File: src/hw/rtl/wsfp_pkg.sv
// ----------------------------------------------------------------------------
// WebSocket frame parser package
// Shared types and constants for the frame parser and its checker.
// ----------------------------------------------------------------------------
package wsfp_pkg;

   localparam int unsigned CAP_W = 16;
   localparam logic [CAP_W-1:0] CAP_RESET = 16'd1024;

   localparam logic [3:0] OPCODE_MASK = 4'hF;
   localparam logic [6:0] LEN_EXT16 = 7'd126;
   localparam logic [6:0] LEN_EXT64 = 7'd127;
   localparam logic [3:0] EXT16_BYTES = 4'd2;
   localparam logic [3:0] EXT64_BYTES = 4'd8;
   localparam logic [3:0] KEY_BYTES = 4'd4;

   typedef enum logic [2:0] {
      PH_HDR0,
      PH_HDR1,
      PH_EXTLEN,
      PH_KEY,
      PH_PAYLOAD
   } wsfp_phase_type;

   typedef struct packed {
      logic [7:0] payload_byte;
      logic [3:0] frame_opcode;
      logic       last_of_frame;
      logic       empty_frame;
      logic       was_truncated;
   } wsfp_result_type;

endpackage

File: src/hw/rtl/wsfp_parser.sv
// ----------------------------------------------------------------------------
// WebSocket frame parser core
// Holds the header and payload state and decodes one stream byte per cycle.
// ----------------------------------------------------------------------------
module wsfp_parser
   import wsfp_pkg::*;
(
   input  logic             clock,
   input  logic             reset,
   input  logic             byte_valid,
   input  logic [7:0]       rx_byte,
   input  logic [CAP_W-1:0] payload_cap,
   output logic             res_valid,
   output wsfp_result_type  res
);

   localparam int unsigned POS_W = CAP_W + 1;
   localparam logic [POS_W-1:0] POS_SAT = {1'b1, {CAP_W{1'b0}}};

   wsfp_phase_type phase_ff, phase_in;
   logic [3:0]       opcode_ff, opcode_in;
   logic             mask_ff, mask_in;
   logic [63:0]      len_ff, len_in;
   logic [63:0]      remaining_ff, remaining_in;
   logic [3:0]       count_ff, count_in;
   logic [31:0]      key_ff, key_in;
   logic [POS_W-1:0] pos_ff, pos_in;

   logic             len_done;
   logic             len_done_mask;
   logic             len_done_zero;
   logic [6:0]       len7;
   logic [63:0]      len_shifted;
   logic [POS_W-1:0] cap_ext;
   logic [7:0]       key_byte;
   logic             emit;
   logic             trunc;

   assign len7 = rx_byte[6:0];
   assign len_shifted = {len_ff[55:0], rx_byte};
   assign cap_ext = {1'b0, payload_cap};
   assign key_byte = key_ff[{~pos_ff[1:0], 3'b000} +: 8];
   assign emit = pos_ff < cap_ext;
   assign trunc = (|len_ff[63:CAP_W]) || (len_ff[CAP_W-1:0] > payload_cap);

   always_ff @(posedge clock) begin
      if (reset) begin
         phase_ff <= PH_HDR0;
         opcode_ff <= '0;
         mask_ff <= 1'b0;
         len_ff <= '0;
         remaining_ff <= '0;
         count_ff <= '0;
         key_ff <= '0;
         pos_ff <= '0;
      end else begin
         phase_ff <= phase_in;
         opcode_ff <= opcode_in;
         mask_ff <= mask_in;
         len_ff <= len_in;
         remaining_ff <= remaining_in;
         count_ff <= count_in;
         key_ff <= key_in;
         pos_ff <= pos_in;
      end
   end

   always_comb begin
      phase_in = phase_ff;
      opcode_in = opcode_ff;
      mask_in = mask_ff;
      len_in = len_ff;
      remaining_in = remaining_ff;
      count_in = count_ff;
      key_in = key_ff;
      pos_in = pos_ff;
      len_done = 1'b0;
      len_done_mask = mask_ff;
      len_done_zero = 1'b0;
      res_valid = 1'b0;
      res = '0;
      res.frame_opcode = opcode_ff;

      if (byte_valid) begin
         case (phase_ff)
            PH_HDR0: begin
               opcode_in = rx_byte[3:0] & OPCODE_MASK;
               phase_in = PH_HDR1;
            end
            PH_HDR1: begin
               mask_in = rx_byte[7];
               if (len7 == LEN_EXT16 || len7 == LEN_EXT64) begin
                  len_in = '0;
                  count_in = (len7 == LEN_EXT16) ? EXT16_BYTES : EXT64_BYTES;
                  phase_in = PH_EXTLEN;
               end else begin
                  len_in = {57'd0, len7};
                  remaining_in = {57'd0, len7};
                  len_done = 1'b1;
                  len_done_mask = rx_byte[7];
                  len_done_zero = (len7 == 7'd0);
               end
            end
            PH_EXTLEN: begin
               len_in = len_shifted;
               remaining_in = len_shifted;
               count_in = count_ff - 4'd1;
               if (count_ff == 4'd1) begin
                  len_done = 1'b1;
                  len_done_zero = (len_shifted == 64'd0);
               end
            end
            PH_KEY: begin
               key_in = {key_ff[23:0], rx_byte};
               count_in = count_ff - 4'd1;
               if (count_ff == 4'd1) begin
                  if (len_ff == 64'd0) begin
                     phase_in = PH_HDR0;
                     res_valid = 1'b1;
                     res.last_of_frame = 1'b1;
                     res.empty_frame = 1'b1;
                  end else begin
                     phase_in = PH_PAYLOAD;
                  end
               end
            end
            PH_PAYLOAD: begin
               if (emit) begin
                  res_valid = 1'b1;
                  res.payload_byte = mask_ff ? (rx_byte ^ key_byte) : rx_byte;
                  res.last_of_frame = (pos_ff + 1'b1 == cap_ext) || (remaining_ff == 64'd1);
                  res.was_truncated = trunc;
               end
               pos_in = (pos_ff == POS_SAT) ? pos_ff : pos_ff + 1'b1;
               remaining_in = remaining_ff - 64'd1;
               if (remaining_ff == 64'd1) begin
                  phase_in = PH_HDR0;
               end
            end
            default: begin
               phase_in = PH_HDR0;
            end
         endcase

         if (len_done) begin
            pos_in = '0;
            key_in = '0;
            if (len_done_mask) begin
               count_in = KEY_BYTES;
               phase_in = PH_KEY;
            end else if (len_done_zero) begin
               phase_in = PH_HDR0;
               res_valid = 1'b1;
               res.last_of_frame = 1'b1;
               res.empty_frame = 1'b1;
            end else begin
               phase_in = PH_PAYLOAD;
            end
         end
      end
   end

endmodule

File: src/hw/rtl/websocket_frame_parser_unit.sv
// ----------------------------------------------------------------------------
// WebSocket frame parser unit
// Deframes a received WebSocket byte stream into tagged payload bytes.
// ----------------------------------------------------------------------------
// The req channel takes one byte of the frame stream per transaction. Frames
// follow each other with no gap; header bytes give no result, each payload
// byte within the cap gives one rsp transaction carrying the unmasked byte,
// the frame opcode and the last, empty and truncated flags. A frame with no
// payload gives a single empty result once its header is complete.
// A result appears on rsp in the cycle after its byte is accepted. The unit takes
// one byte per cycle; the byte path is one decode step between the parser
// state and the output register. A stalled result holds in the output
// register, and req_ready stays high as long as that register is empty or
// drains in the same cycle, so a stall on rsp stalls req after one result.
// The csr channel writes payload_cap and is always ready; write it only
// while the stream is idle. Reset is synchronous: it empties the output
// register, sets payload_cap to 1024 and waits for the first header byte.
// ----------------------------------------------------------------------------
module websocket_frame_parser_unit
   import wsfp_pkg::*;
(
   input  logic             clock,
   input  logic             reset,
   input  logic             req_valid,
   output logic             req_ready,
   input  logic [7:0]       req_rx_byte,
   output logic             rsp_valid,
   input  logic             rsp_ready,
   output logic [7:0]       rsp_payload_byte,
   output logic [3:0]       rsp_frame_opcode,
   output logic             rsp_last_of_frame,
   output logic             rsp_empty_frame,
   output logic             rsp_was_truncated,
   input  logic             csr_valid,
   output logic             csr_ready,
   input  logic [CAP_W-1:0] csr_payload_cap
);

   logic [CAP_W-1:0] cap_ff;
   logic             rsp_valid_ff, rsp_valid_in;
   wsfp_result_type  rsp_ff;
   logic             req_accept;
   logic             res_valid;
   wsfp_result_type  res;

   assign req_ready = !rsp_valid_ff || rsp_ready;
   assign req_accept = req_valid && req_ready;
   assign csr_ready = 1'b1;

   wsfp_parser u_parser (
      .clock       (clock),
      .reset       (reset),
      .byte_valid  (req_accept),
      .rx_byte     (req_rx_byte),
      .payload_cap (cap_ff),
      .res_valid   (res_valid),
      .res         (res)
   );

   always_comb begin
      if (res_valid) begin
         rsp_valid_in = 1'b1;
      end else if (rsp_ready) begin
         rsp_valid_in = 1'b0;
      end else begin
         rsp_valid_in = rsp_valid_ff;
      end
   end

   always_ff @(posedge clock) begin
      if (reset) begin
         cap_ff <= CAP_RESET;
         rsp_valid_ff <= 1'b0;
      end else begin
         if (csr_valid && csr_ready) begin
            cap_ff <= csr_payload_cap;
         end
         rsp_valid_ff <= rsp_valid_in;
      end
   end

   always_ff @(posedge clock) begin
      if (res_valid) begin
         rsp_ff <= res;
      end
   end

   assign rsp_valid = rsp_valid_ff;
   assign rsp_payload_byte = rsp_ff.payload_byte;
   assign rsp_frame_opcode = rsp_ff.frame_opcode;
   assign rsp_last_of_frame = rsp_ff.last_of_frame;
   assign rsp_empty_frame = rsp_ff.empty_frame;
   assign rsp_was_truncated = rsp_ff.was_truncated;

endmodule

File: config.mk
export PLATFORM = sky130hd
export DESIGN_NAME = websocket_frame_parser_unit
export DESIGN_NICKNAME = d
export VERILOG_FILES = /design/src/hw/rtl/wsfp_pkg.sv /design/src/hw/rtl/wsfp_parser.sv /design/src/hw/rtl/websocket_frame_parser_unit.sv
export SDC_FILE = /design/constraint.sdc
export NUM_CORES = 1
export LEC_CHECK = 0
export ABC_AREA = 1
export ABC_CLOCK_PERIOD_IN_PS = 2600
export BUFFER_PORTS_ARGS = -buffer_cell sky130_fd_sc_hd__buf_4
export CELL_PAD_IN_SITES_DETAIL_PLACEMENT = 1
export CELL_PAD_IN_SITES_GLOBAL_PLACEMENT = 1
export CORE_UTILIZATION = 42
export DETAILED_ROUTE_END_ITERATION = 16
export GPL_ROUTABILITY_DRIVEN = 0
export PLACE_DENSITY = 0.85
export SLEW_MARGIN = 10
export SYNTH_ARGS = -nofsm -noshare
export SYNTH_HDL_FRONTEND = slang
export SYNTH_HIERARCHICAL = 1
export SYNTH_SLANG_ARGS = --single-unit
File: constraint.sdc
create_clock -name clock -period 2.6 [get_ports clock]
set_input_delay 0.52 -clock clock [delete_from_list [all_inputs] [get_ports clock]]
set_output_delay 0.52 -clock clock [all_outputs]
set_load 0.005 [all_outputs]
# Word-level counts from Yosys, hierarchy flattened
# Index checks and enable logic that the tools add are counted.
# W data, S select, Z words.
[word_totals] register_bits=221 elab_cells=116 in_bits=29 out_inout_bits=18
[classes] n_lt_le_gt_ge=2 n_reduce_logical=25 n_shift=1 n_addsub=3 mux=52 bitwise_logic=2 n_eq_ne=16
[op_table] cell="$pmux W64 S3" count=1
[op_table] cell="$logic_not A64 Y1" count=2
[op_table] cell="$pmux W64 S2" count=1
[op_table] cell="$eq A64 B1 Y1 const B" count=1
[op_table] cell="$mux W32" count=2
[op_table] cell="$mux W64" count=1
[op_table] cell="$sub A64 B1 Y64 const B" count=1
[op_table] cell="$mux W17" count=3
[op_table] cell="$reduce_or A48 Y1" count=1
[op_table] cell="$shiftx A32 B6 Y8" count=1
[op_table] cell="$mux W3" count=7
[op_table] cell="$mux W1" count=20
[op_table] cell="$add A17 B1 Y17 const B" count=1
[op_table] cell="$eq A17 B16 Y1" count=1
[op_table] cell="$eq A17 B17 Y1 const B" count=1
[op_table] cell="$lt A17 B16 Y1" count=1
[op_table] cell="$gt A16 B16 Y1" count=1
[op_table] cell="$mux W4" count=4
[op_table] cell="$pmux W3 S5" count=1
[op_table] cell="$eq A7 B7 Y1 const B" count=2
[op_table] cell="$mux W2" count=5
[op_table] cell="$ne A3 B1 Y1 const B" count=3
[op_table] cell="$reduce_and A3 Y1" count=3
[op_table] cell="$mux W8" count=1
[op_table] cell="other kinds (22)" count=36

# Longest topological paths before layout
[logic_depth] ltp_word=10 depth_mapped=16 ltp_nobuf=15

# Modules after synthesis
# The synthesis kept the hierarchy.
[modules_own_cells] module="wsfp_parser" cells_each=1892 n_inst=1 area_each_um2=11788.8 seq_area_each_um2=3783.6
[modules_own_cells] module="websocket_frame_parser_unit" cells_each=92 n_inst=1 area_each_um2=1057.3 seq_area_each_um2=790.8

# Worst setup path after synthesis
# OpenSTA, ideal clock, no wires.
[synth_path] path_kind="register to register" startpoint="register u_parser.pos_ff[0]" endpoint="register rsp_ff (netlist bit rsp_empty_frame), enable pin" stages_incl_launch_ff=11 t_required_ns=2.227 setup_time_ns=0.373 t_arrival_ns=1.956 synth_period_minus_slack_ns=2.329 path_buffers=2 setup_slack_ns=0.271 cell_sequence="dfxtp_1 -> buf_2 -> inv_2 -> clkbuf_1 -> ha_1 -> inv_1 -> nand4_1 -> nand4_1 -> nor2_1 -> clkinv_1 -> nand2_1"
[synth_via] elab_chain_cells=7
[synth_rtl] item="from (decl)" line_no="wsfp_parser.sv:27" rtl="logic [POS_W-1:0] pos_ff, pos_in;"
[synth_rtl] item="from (signal assigned)" line_no="wsfp_parser.sv:64" rtl="pos_ff <= pos_in;"
[synth_rtl] item="$lt A17 B16 Y1 (*)" line_no="wsfp_parser.sv:43" rtl="assign emit = pos_ff < cap_ext;"
[synth_rtl] item="$mux W1 (*)" line_no="wsfp_parser.sv:128" rtl="if (emit) begin"
[synth_rtl] item="$pmux W1 S2 (*)" line_no="wsfp_parser.sv:85" rtl="case (phase_ff)"
[synth_rtl] item="$mux W1" line_no="wsfp_parser.sv:151" rtl="end else if (len_done_zero) begin"
[synth_rtl] item="$mux W1" line_no="wsfp_parser.sv:148" rtl="if (len_done_mask) begin"
[synth_rtl] item="$mux W1 (*)" line_no="wsfp_parser.sv:145" rtl="if (len_done) begin"
[synth_rtl] item="$mux W1 (*)" line_no="wsfp_parser.sv:84" rtl="if (byte_valid) begin"
[synth_rtl] item="via res_valid" line_no="websocket_frame_parser_unit.sv:43" rtl="logic res_valid;"
[synth_rtl] item="to (signal assigned)" line_no="websocket_frame_parser_unit.sv:84" rtl="rsp_ff <= res;"
[synth_rtl] item="to (decl)" line_no="websocket_frame_parser_unit.sv:41" rtl="wsfp_result_type rsp_ff;"
# Mark *: on every way through the listed nets, which the timed path passes. The rest lies on a longest branch.
# A chain may end at the register's enable or synchronous reset.

# Worst setup path in the final report
[layout_path] startpoint="register u_parser.phase_ff[1]" endpoint="register u_parser.pos_ff[9]"
[layout_via] elab_chain_cells=5 elab_cells_between_ends=9 classes_between="eq/ne (4); mux (3); reduce/logical (2)"
[layout_rtl] item="from (decl)" line_no="wsfp_parser.sv:20" rtl="wsfp_phase_type phase_ff, phase_in;"
[layout_rtl] item="from (signal assigned)" line_no="wsfp_parser.sv:57" rtl="phase_ff <= phase_in;"
[layout_rtl] item="$eq A3 B2 Y1 or $eq A3 B1 Y1 (tied branches)" line_no="wsfp_parser.sv:85"
[layout_rtl] item="$pmux W1 S2" line_no="wsfp_parser.sv:85"
[layout_rtl] item="$mux W1" line_no="wsfp_parser.sv:84"
[layout_rtl] item="$ne A2 B2 Y1 (no line) or $reduce_bool A2 Y1 (tied branches)"
[layout_rtl] item="$reduce_and A3 Y1 (no line)"
# Parallel ways exist; a longest one is shown, timed or not. The select of a mux whose other input is x is not followed.

==> results.txt <==
The most frequently used flop master after synthesis is sky130_fd_sc_hd__dfxtp_1. The final antenna-violating net count is 0. The post-DP HPWL is between 30000 and 40000 µm. The number of clock buffers inserted by TritonCTS came out at 26. The number of pins exceeding their max-slew limit in the final report came out at 0. The floorplan step defined a die boundary enclosing 31300 µm².

The data arrival time of the critical path is 2.85 ns. The count of state elements after synthesis came out at 221. STA classifies the critical path endpoint as a flop.

The maximum frequency from static timing analysis came out at 420 MHz. The path depth of the worst reg2reg path came out at 9. The count of flip-flops with a built-in enable after synthesis came out at 15. The sequential cell fraction of total power came out at 33.9%. The buffer and inverter count on the worst path came out at 2. STA classifies the critical path startpoint as a flop.

The number of global-route vias before repair came out at approximately 14000. The count of routing violations after the opening detailed-route iteration came out at between 1000 and 1500. VDD sags by at most 0.474 mV. Synthesis handed over a netlist of 1984 instances. The finished layout holds approximately 2400 standard cells, fillers aside. The switching power share of the total is about two fifths. The total via count in the routed design came out at 13800. The minimum clock period after layout came out at about 2.4 ns. The first-pass GRT wire length came out at 74500 µm. The layout overhead on the synthesized area came out at 13.3%. The count of placed standard cells including taps came out at between 2000 and 2500.

The synthesized netlist occupies a cell area of approximately 13000 µm². The routed wire length is 46800 µm. The die extent in x came out at between 150 and 200 µm. The number of detailed-routing iterations run before antenna repair came out at 6. The residual DRC count is 0. The total number of yosys warnings came out at 6. Setup violations remaining at the end of the flow were counted as 0. The total congestion overflow after global routing came out at 0. The latest clock arrival within the worst-skew pair came out at ~0.54 ns. The post-route clock skew came out at about 0.017 ns. The clock network fraction of design power came out at roughly a third.

The slew at the pin closest to its max-slew limit came out at 0.884 ns. Once the clock tree was built, the setup fixing pass inserted 0 buffers. The clock tree root driver cell is sky130_fd_sc_hd__clkbuf_16. The average via count per standard cell is approximately 5.7. The final-layout setup total negative slack came out at 0 ns. Global routing used between 20 and 30% of the available tracks across all layers. The net count of the finished layout is 2075. The number of port buffers came out at 45.

The data required time at the worst endpoint came out at between 3 and 4 ns. The analysis attributes to net switching a power of between 4 and 5 mW. The clock drives around 220 sinks. The slowest stage of the critical path is the sky130_fd_sc_hd__a21oi_2 cell. Setup repair after global routing left no endpoint under its margin. After synthesis, the mean cell area works out to between 6 and 7 µm².

The worst register-to-register path begins at u_parser/phase_ff[1]. In this design, the stage delay of the slowest critical-path cell is between 0.6 and 0.7 ns. The synthesized netlist net count is ~2000.

TritonCTS built the clock tree. The filler cell count is between 3000 and 4000. The portion of the clock cycle consumed by the worst path in the final layout is roughly 90%.

In the synthesized netlist the async set-or-reset flop fraction comes to 0%. The share of the yosys chip area belonging to registers is between 30% and 40%. The area of the core came out at around 30000 µm². Measured along the y axis, the die boundary spans between 150 and 200 µm. The hold-fix buffer count after cts is 0.

The area occupied by multi-input gates came out at roughly 7200 µm². The share of cells above drive strength 1 is between 8 and 9%. The critical path runs through a total of 9 cells. The number of top-level pins is 47. The path category of the worst min-delay check is primary input to flop. The top cell family by delay on the critical path is compound AO/OA/AOI/OAI gates.

The worst setup slack for register-to-register paths came out at between 0.2 and 0.25 ns. The portion of total power attributed to combinational logic came out at between 30 and 40%. The number of H-tree branching levels is 1. Internal power comes to just over 7 mW.

Tracing the worst setup path back leads to its startpoint at u_parser/phase_ff[1]. The row count is 63. Headroom to the max-slew limit came out at between 40% and 50%.

The number of buffers on the longest clock path came out at 3. The number of antenna violations at the first check in global routing is 0. The run finished with clean final reports.

In the final routed layout, each cell accounts on average for between 15 and 20 µm. For this design the static power due to leakage is 6.03 nW. The number of distinct standard cells referenced by the synthesized netlist is 54. Entering global routing, the biggest net connects 74 pins. Power spread over the standard cell area amounts to around 800 nW/µm².

In this design, the critical path's most frequently occurring cell is sky130_fd_sc_hd__nor2_2. Across the run, the number of max-cap violations was 0. The clock transition at the registers of the reported paths is 0.06 ns.

The category of the most critical setup path is flop to flop. The initial cell density of the core is a little over two fifths. The footprint of the flip-flops and latches came out at 4570 µm². The signal on the critical path passes through inv_1, nor2_2, nand2_2, nor2_2, a21oi_4, buf_4, a21oi_2, o21ai_0, nor2_1.

The largest fanout on the critical path came out at 15. In this run the critical register-to-register path is captured at u_parser/pos_ff[9]. In this run the worst setup path terminates at u_parser/pos_ff[9]. The final hold violation count was 0. 0 antenna diodes ended up in the layout.
## cells in the final DEF (no fill, tap or decap), drive strengths merged, types with 2 or more instances in the layout
cell    netlist  routed
edfxtp       15      15
a31oi        10      10
o211ai        4       4
a21oi       242     242
xnor2         2       2
dfxtp       206     206
bufinv        0       3
nand2       414     414
o22ai         9       9
clkinv        3       7
a221oi        2       2
buf          40      87
nor3b         2       2
nand4        19      19
a21o          3       3
a211oi        9       9
o21bai        5       5
nor3         26      26
or2           7       7
nand3       178     178
nor4          7       7
nand3b        4       4
inv         182     182
clkbuf       51      39
xor2         20      20
ha           38      38
nor2        335     335
o21ai       141     141
## synthesized netlist by cell type (8+ instances only)
library cell               number  share of area [%]
sky130_fd_sc_hd__edfxtp_1      15                3.5
sky130_fd_sc_hd__o22ai_1        9               0.44
sky130_fd_sc_hd__buf_4          9               0.53
sky130_fd_sc_hd__inv_2          8               0.23
sky130_fd_sc_hd__nand3_1      177                6.9
sky130_fd_sc_hd__nand2_1      408                 12
sky130_fd_sc_hd__a31oi_1       10               0.49
sky130_fd_sc_hd__nor3_1        23               0.90
sky130_fd_sc_hd__o21ai_0      120                4.7
sky130_fd_sc_hd__o21ai_1       21               0.82
sky130_fd_sc_hd__ha_1          38                3.7
sky130_fd_sc_hd__buf_2         21               0.82
sky130_fd_sc_hd__xor2_1        20                1.4
sky130_fd_sc_hd__nor2_1       328                9.6
sky130_fd_sc_hd__a21oi_1      239                9.3
sky130_fd_sc_hd__dfxtp_1      206                 32
sky130_fd_sc_hd__clkbuf_1      49                1.4
sky130_fd_sc_hd__nand4_1       19               0.93
sky130_fd_sc_hd__a211oi_1       9               0.53
sky130_fd_sc_hd__inv_1        173                5.1
sky130_fd_sc_hd__buf_1          8               0.23
## repair_timing
action | CTS | global route
endpoints found under the hold margin | 0 | 0
resized for setup | 0 | 1
endpoints found under the setup margin | 0 | 1
## kinds of logic (layout without fill, tap and decap cells)
logic type      after synthesis  count (layout)  share of synthesized area, %
flops                       221             221                          35.6
buf+inv                     276             318                          8.69
simple gates                993             993                          32.4
fa+ha+maj                    38              38                          3.70
xor+xnor                     23              23                          1.68
compound gates              432             432                          17.9
other cells                   1               1                        0.0292
## power by group through the flow
stage               logic, mW  registers, mW  clock network (mW)
floorplan                2.63           3.96                   0
global placement         3.69           4.06                   0
detailed placement       3.81           4.07                   0
CTS                      3.87           4.01                3.95
global route             4.32           4.05                4.08
finish                   3.94           4.02                3.91
## worst min-delay path by stage
stage / slack (ns) / cells past startpoint / to / start
floorplan: 0.41 / 0 / rsp_frame_opcode[0] / u_parser/opcode_ff[0]
global placement: 0.41 / 0 / rsp_frame_opcode[1] / u_parser/opcode_ff[1]
detailed placement: 0.42 / 0 / rsp_frame_opcode[2] / u_parser/opcode_ff[2]
CTS: 0.19 / 3 / cap_ff[7] / csr_payload_cap[7]
global route: 0.22 / 3 / cap_ff[1] / csr_payload_cap[1]
finish: 0.20 / 3 / cap_ff[9] / csr_payload_cap[9]
## layout make-up
cell class	instances	share of cell area (%)
clock inverter	7	0.756
sequential	221	31.4
multi-input combinational	1487	49.3
clock buffer	39	5.50
tap	390	3.35
inverter	185	4.79
timing repair buffer	87	4.92
## through the flow
step | setup slack, ns | power (mW) | instance area (µm²) | hold WS, ns | utilization, %
floorplan | 0.271 | 6.58 | 12800 | 0.408 | -
finish | 0.216 | 11.9 | 14600 | 0.199 | 48.7
detailed placement | 0.214 | 7.89 | 13600 | 0.424 | 45.7
CTS | 0.169 | 11.8 | 14600 | 0.192 | 48.7
global placement | 0.326 | 7.75 | 13600 | 0.412 | 45.7
global route | 0.0554 | 12.4 | 14600 | 0.217 | 48.7
## worst min-delay path: stages
cell and delay [ns]:
sky130_fd_sc_hd__buf_4 0.08, sky130_fd_sc_hd__nor2_1 0.03, sky130_fd_sc_hd__nor2_1 0.08
## sequential cells by signal, indices dropped and copies added, names as in the netlist
signal                 cells
rsp_frame_opcode           4
u_parser/pos_ff           17
u_parser/opcode_ff         4
rsp_empty_frame            1
u_parser/count_ff          4
rsp_valid                  1
u_parser/mask_ff           1
u_parser/phase_ff          3
rsp_payload_byte           8
cap_ff                    16
u_parser/remaining_ff     64
rsp_last_of_frame          1
u_parser/key_ff           32
u_parser/len_ff           64
rsp_was_truncated          1
## metal layers
metal	track usage, %	part of all wire (%)	vias to the layer above
li1	-	-	6577
met1	40.3	45	6710
met2	49.8	46	417
met3	3.37	6.0	84
met4	8.12	2.2	0
met5	0	0	-
No activity file was read; power rests on OpenSTA's default activity.
